$ cat src/hdl/cat_pkg.sv
`timescale 1ns / 1ps
`default_nettype none
package cat_pkg;
  localparam int unsigned Capacity = 32;
  localparam int unsigned IdxW = 5;
  localparam int unsigned CntW = 6;
  localparam logic [7:0] MissMax = 8'd255;

  typedef enum logic [1:0] {
    OP_START  = 2'd0,
    OP_SAMPLE = 2'd1,
    OP_END    = 2'd2,
    OP_NONE   = 2'd3
  } op_e;

  typedef enum logic [0:0] {
    REG_THRESHOLD = 1'b0,
    REG_STALE     = 1'b1
  } reg_e;

  typedef enum logic [2:0] {
    ST_IDLE,
    ST_AGE,
    ST_MATCH,
    ST_SORT,
    ST_EMIT,
    ST_EMPTY
  } state_e;

  typedef struct packed {
    logic [5:0] channel;
    logic signed [9:0] last;
    logic signed [9:0] peak;
    logic [7:0] misses;
  } entry_t;

  // controller to datapath
  typedef struct packed {
    logic load;      // capture input item
    logic clr_idx;
    logic inc_idx;
    logic age;       // age entry at idx
    logic upd;       // update entry at idx with sample
    logic app;       // append sample
    logic sort_init; // start sort at i = 1
    logic sort_step;
    logic emit;      // load output register from idx
    logic emit_empty;
  } cmd_t;

  // datapath to controller
  typedef struct packed {
    logic [1:0] op;
    logic       count_zero;
    logic       idx_last;    // idx == count-1
    logic       hit;         // entry at idx matches channel
    logic       sample_ok;
    logic       full;
    logic       sort_done;
    logic       out_busy;
  } sts_t;
endpackage
`default_nettype wire

$ cat src/hdl/channel_activity_tracker.sv
// channel   dir  fields (lsb first)
// s_axis    in   tuser: op[1:0]; tdata: channel[5:0] rssi[15:6]
// m_axis    out  tuser: entry_valid; tdata: entry_channel[5:0] last_strength[15:6]
//                peak_strength[25:16] misses[33:26] stale[34]; tlast: last_of_report
// cfg       in   0 active_threshold, 1 stale_limit
// one item at a time: sweep start and a sample each walk the table before
// the next ready (n entries, at most 32); sweep end runs an insertion sort
// over the table and then emits one result per entry.
// reset clears the table count and control, no clearing pass.
// a stalled result holds the report; no item is taken until the last is gone.
`timescale 1ns / 1ps
`default_nettype none
module channel_activity_tracker (
  input  wire logic        clk_i,
  input  wire logic        rst_ni,
  input  wire logic        s_axis_tvalid,
  output logic             s_axis_tready,
  input  wire logic [1:0]  s_axis_tuser,  // op
  input  wire logic [15:0] s_axis_tdata,  // channel, rssi
  output logic             m_axis_tvalid,
  input  wire logic        m_axis_tready,
  output logic             m_axis_tuser,  // entry_valid
  output logic [39:0]      m_axis_tdata,  // entry_channel, last, peak, misses, stale
  output logic             m_axis_tlast,
  input  wire logic        cfg_we_i,
  input  wire logic [0:0]  cfg_idx_i,
  input  wire logic [9:0]  cfg_data_i
);
  cat_pkg::cmd_t cmd;
  cat_pkg::sts_t sts;
  logic idle;
  logic signed [9:0] thr_q;
  logic [7:0] stale_q;
  logic [36:0] dp_out;

  always_ff @(posedge clk_i or negedge rst_ni) begin
    if (!rst_ni) begin
      thr_q <= -10'sd200;
      stale_q <= 8'd3;
    end else if (cfg_we_i) begin
      unique case (cat_pkg::reg_e'(cfg_idx_i))
        cat_pkg::REG_THRESHOLD: thr_q <= $signed(cfg_data_i);
        cat_pkg::REG_STALE:     stale_q <= cfg_data_i[7:0];
        default: ;
      endcase
    end
  end

  assign s_axis_tready = idle && !m_axis_tvalid;

  cat_ctrl u_ctrl (
    .clk_i, .rst_ni,
    .in_fire_i(s_axis_tvalid && s_axis_tready),
    .sts_i(sts), .idle_o(idle), .cmd_o(cmd)
  );

  cat_datapath u_dp (
    .clk_i, .rst_ni, .cmd_i(cmd),
    .op_i(s_axis_tuser), .channel_i(s_axis_tdata[5:0]),
    .rssi_i(s_axis_tdata[15:6]), .threshold_i(thr_q), .stale_limit_i(stale_q),
    .out_ready_i(m_axis_tready), .out_valid_o(m_axis_tvalid),
    .out_data_o(dp_out), .sts_o(sts)
  );

  assign m_axis_tuser = dp_out[0];
  assign m_axis_tdata = {5'd0, dp_out[35:1]};
  assign m_axis_tlast = dp_out[36];
endmodule
`default_nettype wire

$ cat src/hdl/cat_ctrl.sv
`timescale 1ns / 1ps
`default_nettype none
module cat_ctrl (
  input  wire logic         clk_i,
  input  wire logic         rst_ni,
  input  wire logic         in_fire_i,
  input  cat_pkg::sts_t     sts_i,
  output logic              idle_o,
  output cat_pkg::cmd_t     cmd_o
);
  cat_pkg::state_e state_q, state_d;

  always_ff @(posedge clk_i or negedge rst_ni) begin
    if (!rst_ni) state_q <= cat_pkg::ST_IDLE;
    else         state_q <= state_d;
  end

  // raised in the cycle after capture, so sts_i.op is the item's op
  logic start_q;
  always_ff @(posedge clk_i or negedge rst_ni) begin
    if (!rst_ni) start_q <= 1'b0;
    else         start_q <= in_fire_i;
  end

  always_comb begin
    state_d = state_q;
    unique case (state_q)
      cat_pkg::ST_IDLE: begin
        if (start_q) begin
          unique case (cat_pkg::op_e'(sts_i.op))
            cat_pkg::OP_START:  state_d = sts_i.count_zero ? cat_pkg::ST_IDLE
                                                           : cat_pkg::ST_AGE;
            cat_pkg::OP_SAMPLE: state_d = cat_pkg::ST_MATCH;
            cat_pkg::OP_END:    state_d = sts_i.count_zero ? cat_pkg::ST_EMPTY
                                                           : cat_pkg::ST_SORT;
            default:            state_d = cat_pkg::ST_IDLE;
          endcase
        end
      end
      cat_pkg::ST_AGE:   if (sts_i.idx_last) state_d = cat_pkg::ST_IDLE;
      cat_pkg::ST_MATCH: begin
        if (!sts_i.sample_ok || sts_i.hit || sts_i.count_zero || sts_i.idx_last)
          state_d = cat_pkg::ST_IDLE;
      end
      cat_pkg::ST_SORT:  if (sts_i.sort_done) state_d = cat_pkg::ST_EMIT;
      cat_pkg::ST_EMIT:  if (!sts_i.out_busy && sts_i.idx_last) state_d = cat_pkg::ST_IDLE;
      cat_pkg::ST_EMPTY: if (!sts_i.out_busy) state_d = cat_pkg::ST_IDLE;
      default:           state_d = cat_pkg::ST_IDLE;
    endcase
  end

  always_comb begin
    cmd_o = '0;
    idle_o = (state_q == cat_pkg::ST_IDLE) && !start_q;
    cmd_o.load = in_fire_i;
    unique case (state_q)
      cat_pkg::ST_IDLE: begin
        cmd_o.clr_idx = 1'b1;
        cmd_o.sort_init = 1'b1;
      end
      cat_pkg::ST_AGE: begin
        cmd_o.age = 1'b1;
        cmd_o.inc_idx = 1'b1;
      end
      cat_pkg::ST_MATCH: begin
        if (sts_i.sample_ok) begin
          if (!sts_i.count_zero && sts_i.hit) cmd_o.upd = 1'b1;
          else if ((sts_i.count_zero || sts_i.idx_last) && !sts_i.full) cmd_o.app = 1'b1;
          cmd_o.inc_idx = 1'b1;
        end
      end
      cat_pkg::ST_SORT: begin
        cmd_o.sort_step = 1'b1;
        cmd_o.clr_idx = sts_i.sort_done;
      end
      cat_pkg::ST_EMIT: begin
        if (!sts_i.out_busy) begin
          cmd_o.emit = 1'b1;
          cmd_o.inc_idx = 1'b1;
        end
      end
      cat_pkg::ST_EMPTY: cmd_o.emit_empty = !sts_i.out_busy;
      default: ;
    endcase
  end

  a_one_cmd: assert property (@(posedge clk_i) disable iff (!rst_ni)
    $onehot0({cmd_o.age, cmd_o.upd, cmd_o.app, cmd_o.emit, cmd_o.emit_empty}))
    else $error("conflicting datapath commands");
  a_no_load_busy: assert property (@(posedge clk_i) disable iff (!rst_ni)
    in_fire_i |-> state_q == cat_pkg::ST_IDLE && !start_q)
    else $error("item taken while busy");
  a_sort_to_emit: assert property (@(posedge clk_i) disable iff (!rst_ni)
    (state_q == cat_pkg::ST_EMIT) |-> $past(state_q) == cat_pkg::ST_SORT
                                      || $past(state_q) == cat_pkg::ST_EMIT)
    else $error("report without sort");
endmodule
`default_nettype wire

$ cat src/hdl/cat_datapath.sv
`timescale 1ns / 1ps
`default_nettype none
module cat_datapath (
  input  wire logic         clk_i,
  input  wire logic         rst_ni,
  input  cat_pkg::cmd_t     cmd_i,
  input  wire logic [1:0]   op_i,
  input  wire logic [5:0]   channel_i,
  input  wire logic signed [9:0] rssi_i,
  input  wire logic signed [9:0] threshold_i,
  input  wire logic [7:0]   stale_limit_i,
  input  wire logic         out_ready_i,
  output logic              out_valid_o,
  output logic [36:0]       out_data_o,
  output cat_pkg::sts_t     sts_o
);
  // table kept in flip-flops: the sort touches neighbouring pairs
  cat_pkg::entry_t tab_q [cat_pkg::Capacity];
  logic [cat_pkg::CntW-1:0] cnt_q;
  logic [cat_pkg::CntW-1:0] idx_q;
  logic [cat_pkg::CntW-1:0] si_q, sj_q;   // insertion sort outer and inner
  logic [1:0] op_q;
  logic [5:0] ch_q;
  logic signed [9:0] rssi_q;
  logic out_valid_q;
  logic [36:0] out_q;

  logic [cat_pkg::IdxW-1:0] ix, jx, jm;
  cat_pkg::entry_t ea, eb, cur;
  logic goes_first;
  logic idx_last;
  assign ix = idx_q[cat_pkg::IdxW-1:0];
  assign jx = sj_q[cat_pkg::IdxW-1:0];
  assign jm = jx - 1'b1;
  assign cur = tab_q[ix];
  assign ea = tab_q[jx];
  assign eb = tab_q[jm];
  assign idx_last = (idx_q + 1'b1) == cnt_q;
  always_comb begin
    if ((ea.misses == 8'd0) != (eb.misses == 8'd0)) goes_first = (ea.misses == 8'd0);
    else goes_first = ea.last > eb.last;
  end

  always_ff @(posedge clk_i) begin
    if (cmd_i.load) begin
      op_q <= op_i;
      ch_q <= channel_i;
      rssi_q <= rssi_i;
    end
    if (cmd_i.age && cur.misses != cat_pkg::MissMax) tab_q[ix].misses <= cur.misses + 8'd1;
    if (cmd_i.upd) begin
      tab_q[ix].last <= rssi_q;
      if (rssi_q > cur.peak) tab_q[ix].peak <= rssi_q;
      tab_q[ix].misses <= 8'd0;
    end
    if (cmd_i.app) tab_q[cnt_q[cat_pkg::IdxW-1:0]] <= '{ch_q, rssi_q, rssi_q, 8'd0};
    if (cmd_i.sort_step && sj_q != '0 && si_q < cnt_q && goes_first) begin
      tab_q[jx] <= eb;
      tab_q[jm] <= ea;
    end
    if (cmd_i.emit)
      out_q <= {idx_last, cur.misses >= stale_limit_i, cur.misses,
                cur.peak, cur.last, cur.channel, 1'b1};
    else if (cmd_i.emit_empty)
      out_q <= {1'b1, 36'd0};
  end

  always_ff @(posedge clk_i or negedge rst_ni) begin
    if (!rst_ni) begin
      cnt_q <= '0;
      idx_q <= '0;
      si_q <= '0;
      sj_q <= '0;
      out_valid_q <= 1'b0;
    end else begin
      if (cmd_i.app) cnt_q <= cnt_q + 1'b1;
      if (cmd_i.clr_idx) idx_q <= '0;
      else if (cmd_i.inc_idx) idx_q <= idx_q + 1'b1;
      if (cmd_i.sort_init) begin
        si_q <= 6'd1;
        sj_q <= 6'd1;
      end else if (cmd_i.sort_step && si_q < cnt_q) begin
        if (sj_q != '0 && goes_first) sj_q <= sj_q - 1'b1;
        else begin
          si_q <= si_q + 1'b1;
          sj_q <= si_q + 1'b1;
        end
      end
      if (cmd_i.emit || cmd_i.emit_empty) out_valid_q <= 1'b1;
      else if (out_ready_i) out_valid_q <= 1'b0;
    end
  end

  assign out_valid_o = out_valid_q;
  assign out_data_o = out_q;
  assign sts_o.op = op_q;
  assign sts_o.count_zero = cnt_q == '0;
  assign sts_o.idx_last = idx_last;
  assign sts_o.hit = cur.channel == ch_q;
  assign sts_o.sample_ok = rssi_q > threshold_i;
  assign sts_o.full = cnt_q == 6'(cat_pkg::Capacity);
  assign sts_o.sort_done = si_q >= cnt_q;
  assign sts_o.out_busy = out_valid_q && !out_ready_i;

  a_cnt_bound: assert property (@(posedge clk_i) disable iff (!rst_ni)
    cnt_q <= 6'(cat_pkg::Capacity)) else $error("table count overflow");
  a_app_not_full: assert property (@(posedge clk_i) disable iff (!rst_ni)
    cmd_i.app |=> cnt_q == $past(cnt_q) + 6'd1) else $error("append lost");
  a_hold: assert property (@(posedge clk_i) disable iff (!rst_ni)
    out_valid_q && !out_ready_i |=> out_valid_q && $stable(out_q))
    else $error("result changed under stall");
endmodule
`default_nettype wire

$ cat config.mk
export PLATFORM = sky130hd
export DESIGN_NAME = channel_activity_tracker
export DESIGN_NICKNAME = d
export VERILOG_FILES = /design/src/hdl/cat_pkg.sv /design/src/hdl/channel_activity_tracker.sv /design/src/hdl/cat_ctrl.sv /design/src/hdl/cat_datapath.sv
export SDC_FILE = /design/constraint.sdc
export NUM_CORES = 2
export LEC_CHECK = 0
export ABC_CLOCK_PERIOD_IN_PS = 25700
export BUFFER_PORTS_ARGS = -buffer_cell sky130_fd_sc_hd__buf_2
export CAP_MARGIN = 20
export CORE_MARGIN = 2
export CORE_UTILIZATION = 54
export DETAILED_ROUTE_END_ITERATION = 10
export HOLD_SLACK_MARGIN = 0.1
export PLACE_DENSITY = 0.7
export SYNTH_ARGS = -nofsm -noshare
export SYNTH_HDL_FRONTEND = slang
export SYNTH_SLANG_ARGS = --single-unit
$ cat constraint.sdc
create_clock -name clk_i -period 25.7 [get_ports clk_i]
set_input_delay 6.425 -clock clk_i [delete_from_list [all_inputs] [get_ports clk_i]]
set_output_delay 6.425 -clock clk_i [all_outputs]
set_load 0.005 [all_outputs]
==> flow_summary.json <==
{
  "run_status": "finished clean",
  "drt_first_pass_iters": 8,
  "tritoncts": "done",
  "synth_area_sq_mm": 0.07711,
  "max_rail_drop_vdd_mv": 0.1095,
  "floorplan.die_area_sq_mm": 0.1458,
  "synth_seq_area_share_pct": 46.04,
  "maxSlewHeadroom_pct": 20.38,
  "synthArstFlopShare_pct": 3.950,
  "tritoncts.num_buffers": 135,
  "detailedRoute.firstIterationViolations": 10158,
  "synth-edff-count": 1142,
  "syn2layout_area_growth_pct": 8.924,
  "clock-root-buffer": "clkbuf_16",
  "post_synth.cell_area_avg_sq_um": 12.91,
  "grt_first_pass_wirelength_mm": 394.9,
  "layout_min_cycle_time_ns": 10.39,
  "placeableCoreArea_sq_mm": 0.1416,
  "main_synth_ff_type": "edfxtp_1",
  "final_layout_size_suffix_gt1_share_pct": 27.53,
  "dp_worst_setup_slack_ns": 15.21,
  "crit_fanout": 37,
  "grt_start_max_net_pins": 130,
  "synth.cells.most_frequent": "1,142 x edfxtp_1, 912 x mux4_2, 777 x nand2_1",
  "routed_wire_length_per_instance_um": 35.88,
  "synth-seq-cells": 1190,
  "leakage_nw": 30.42,
  "worst_skew_pair.late_latency_ns": 0.82,
  "dieHeight_um": 381.9,
  "path_class": "reg2reg",
  "hold_slack_ns": 0.4577,
  "drtAntennaViolNets": 0,
  "synth_cell_types": 77,
  "netlist.area_leader.share_pct": 44.47,
  "clock-skew-final_ns": 0.03921,
  "num-nets-final": 5767,
  "path_clk_slew_ns": 0.07,
  "finalSetupViolCount": 0,
  "floorplan.io_pins": 78,
  "buffer_ports.inserted": 72,
  "antenna_found_initial": 8,
  "maxCapViolations": 0,
  "timing.final.ws_setup_ns": 15.31,
  "power.density_cell_area_mw_per_mm2": 81.87,
  "timing.critical_path.arrival_ns": 10.80,
  "hpwl_mm": 182.5,
  "longest_clk_path_bufs": 3,
  "post_layout_total_power_mw": 6.876,
  "post_cts.resized_instances": 0,
  "synthMostInstantiatedCell": "edfxtp_1",
  "timing.setup.tns_ns": 0,
  "rr_startpoint": "u_dp.sj_q[1]$_DFFE_PN0P_",
  "gp_congestion": 1.009,
  "synth_area_leaders": "edfxtp_1 44%, mux4_2 27%, mux2i_1 6.0%, o21ai_0 4.9%, nand2_1 3.8%",
  "rsz_0062_raised_after_global_routing": "false",
  "globalRoute.totalOverflow": 0,
  "end_kind": "flop",
  "cts_sinks": 1190,
  "netlist_instances": 5973,
  "fp.dieW_um": 381.9,
  "vias_per_cell": 7.568,
  "floorplan.initialDensity_pct": 54.46,
  "vias_in_the_first_global_route": 54749,
  "remaining_drc_errors": 0,
  "timing.final.max_slew_violations": 0,
  "groute.usage.overall_pct": 37.63,
  "min-delay-path-class": "reg2reg",
  "yosys_warnings": 0,
  "timing.critical_path.required_ns": 26.11,
  "finalWirelength_mm": 275.7,
  "crit_path_start": "u_dp.sj_q[1]$_DFFE_PN0P_",
  "timing.final.hold_violations": 0,
  "max_freq_ghz": 0.09622,
  "worstHoldStart": "u_dp.out_data_o[0]$_SDFFE_PP1P_",
  "synth_largest_area_cell": "edfxtp_1",
  "worst_pin_slew_ns": 1.194,
  "hold_buffers": 0,
  "critical_path.startpoint_type": "flop",
  "final.period_utilization_pct": 40.44,
  "cts.htree.levels": 4,
  "cts_post_setup_buffers_inserted": 0,
  "num_rows": 138,
  "routed-via-count": 58144
}
## stage by stage
| stage | cells | util, % | area [sq um] |
|---|---|---|---|
| 2_1_floorplan | 5977 | - | 77130 |
| 3_3_place_gp | 7396 | 55.92 | 79180 |
| 3_5_place_dp | 7403 | 56.00 | 79290 |
| 4_1_cts | 7651 | 59.10 | 83680 |
| 5_1_grt | 7680 | 59.32 | 83980 |
| 6_report | 7683 | 59.32 | 83990 |
## cell families (layout without fill, tap and decap cells)
kind of cell,Yosys count,in the layout,share of synthesized area (%)
adder cells (fa/ha/maj),55,55,0.8941
buffers and inverters,772,585,4.112
AND/OR/NAND/NOR,1297,1297,6.955
XOR/XNOR,38,38,0.4316
multiplexers,1391,1391,32.88
flip-flops,1190,1190,46.04
AO/OA/AOI/OAI,1229,1229,8.687
other,1,8,0.004863
## layout make-up
class,instances,area [sq um]
antenna,3,7.507
clock buffer,169,3612
clock inverter,79,778.2
fill,10711,57590
inverter,54,205.2
multi-input combinational,4015,39370
sequential,1190,35530
tap,1890,2365
timing repair buffer,283,2125
## power breakdown
part | switching, mW | internal [mW]
sequential | 0.0786 | 2.43
clock | 0.842 | 1.13
combinational | 1.50 | 0.899
total | 2.42 | 4.46
## state kept, by name, summed over array words and instances (netlist names), 6 cells and up
signal           cells
stale_q              8
u_dp.ch_q            6
u_dp.cnt_q           6
u_dp.tab_q        1088
u_dp.rssi_q         10
u_dp.si_q            6
u_dp.idx_q           6
thr_q               10
u_dp.sj_q            6
u_dp.out_data_o     37
## layer usage
layer  wire length [um]  vias up  GRT usage (%)
li1                   -    22855              -
met4              18130       18          19.43
met5                207        -              0
met1              91620    28830          49.28
met3              44890      983          13.84
met2             120800     5458          55.22
## placed cells by master (no fill, tap or decap), types with 41 or more instances in the layout
cell,Yosys,layout
buf_2,112,81
nor2_1,305,304
buf_4,10,176
nand3_1,52,52
a22oi_1,56,56
nand2_1,777,745
mux2i_1,466,440
o21ai_0,758,728
o21ai_2,0,41
ha_1,54,53
inv_1,53,52
clkbuf_16,0,140
edfxtp_1,1142,1142
a21oi_1,252,233
mux4_2,912,912
## critical path, stage by stage (launching register included)
cell and delay [ns]:
dfrtp_4 0.78, buf_4 0.69, buf_4 0.64, mux4_2 0.58
mux4_2 0.52, mux2i_2 0.68, buf_4 0.39, inv_1 0.09
ha_1 0.30, nand2_1 0.09, nor3_1 0.06, a2111oi_0 0.58
o311ai_0 0.45, o22ai_4 0.70, buf_4 0.55, nor2_2 0.17
a221oi_2 0.48, nand3_1 0.92, o21ai_1 1.19
## final timing paths
| check | end | slack (ns) | cells past startpoint |
|---|---|---|---|
| worst max-delay path | u_dp.tab_q[5][16]$_DFFE_PP_ | 15.31 | 18 |
| worst min-delay path | u_dp.out_data_o[0]$_SDFFE_PP1P_ | 0.46 | 2 |
| worst max register to register | u_dp.tab_q[5][16]$_DFFE_PP_ | 15.31 | 18 |
| worst min register to register | u_dp.out_data_o[0]$_SDFFE_PP1P_ | 0.46 | 2 |
| max in group asynchronous | u_dp.sj_q[4]$_DFFE_PN0P_ | 19.43 | 2 |
| min in group asynchronous | u_ctrl.start_q$_DFF_PN0_ | 5.71 | 2 |
Note: power is estimated with default switching activity, not from simulation.
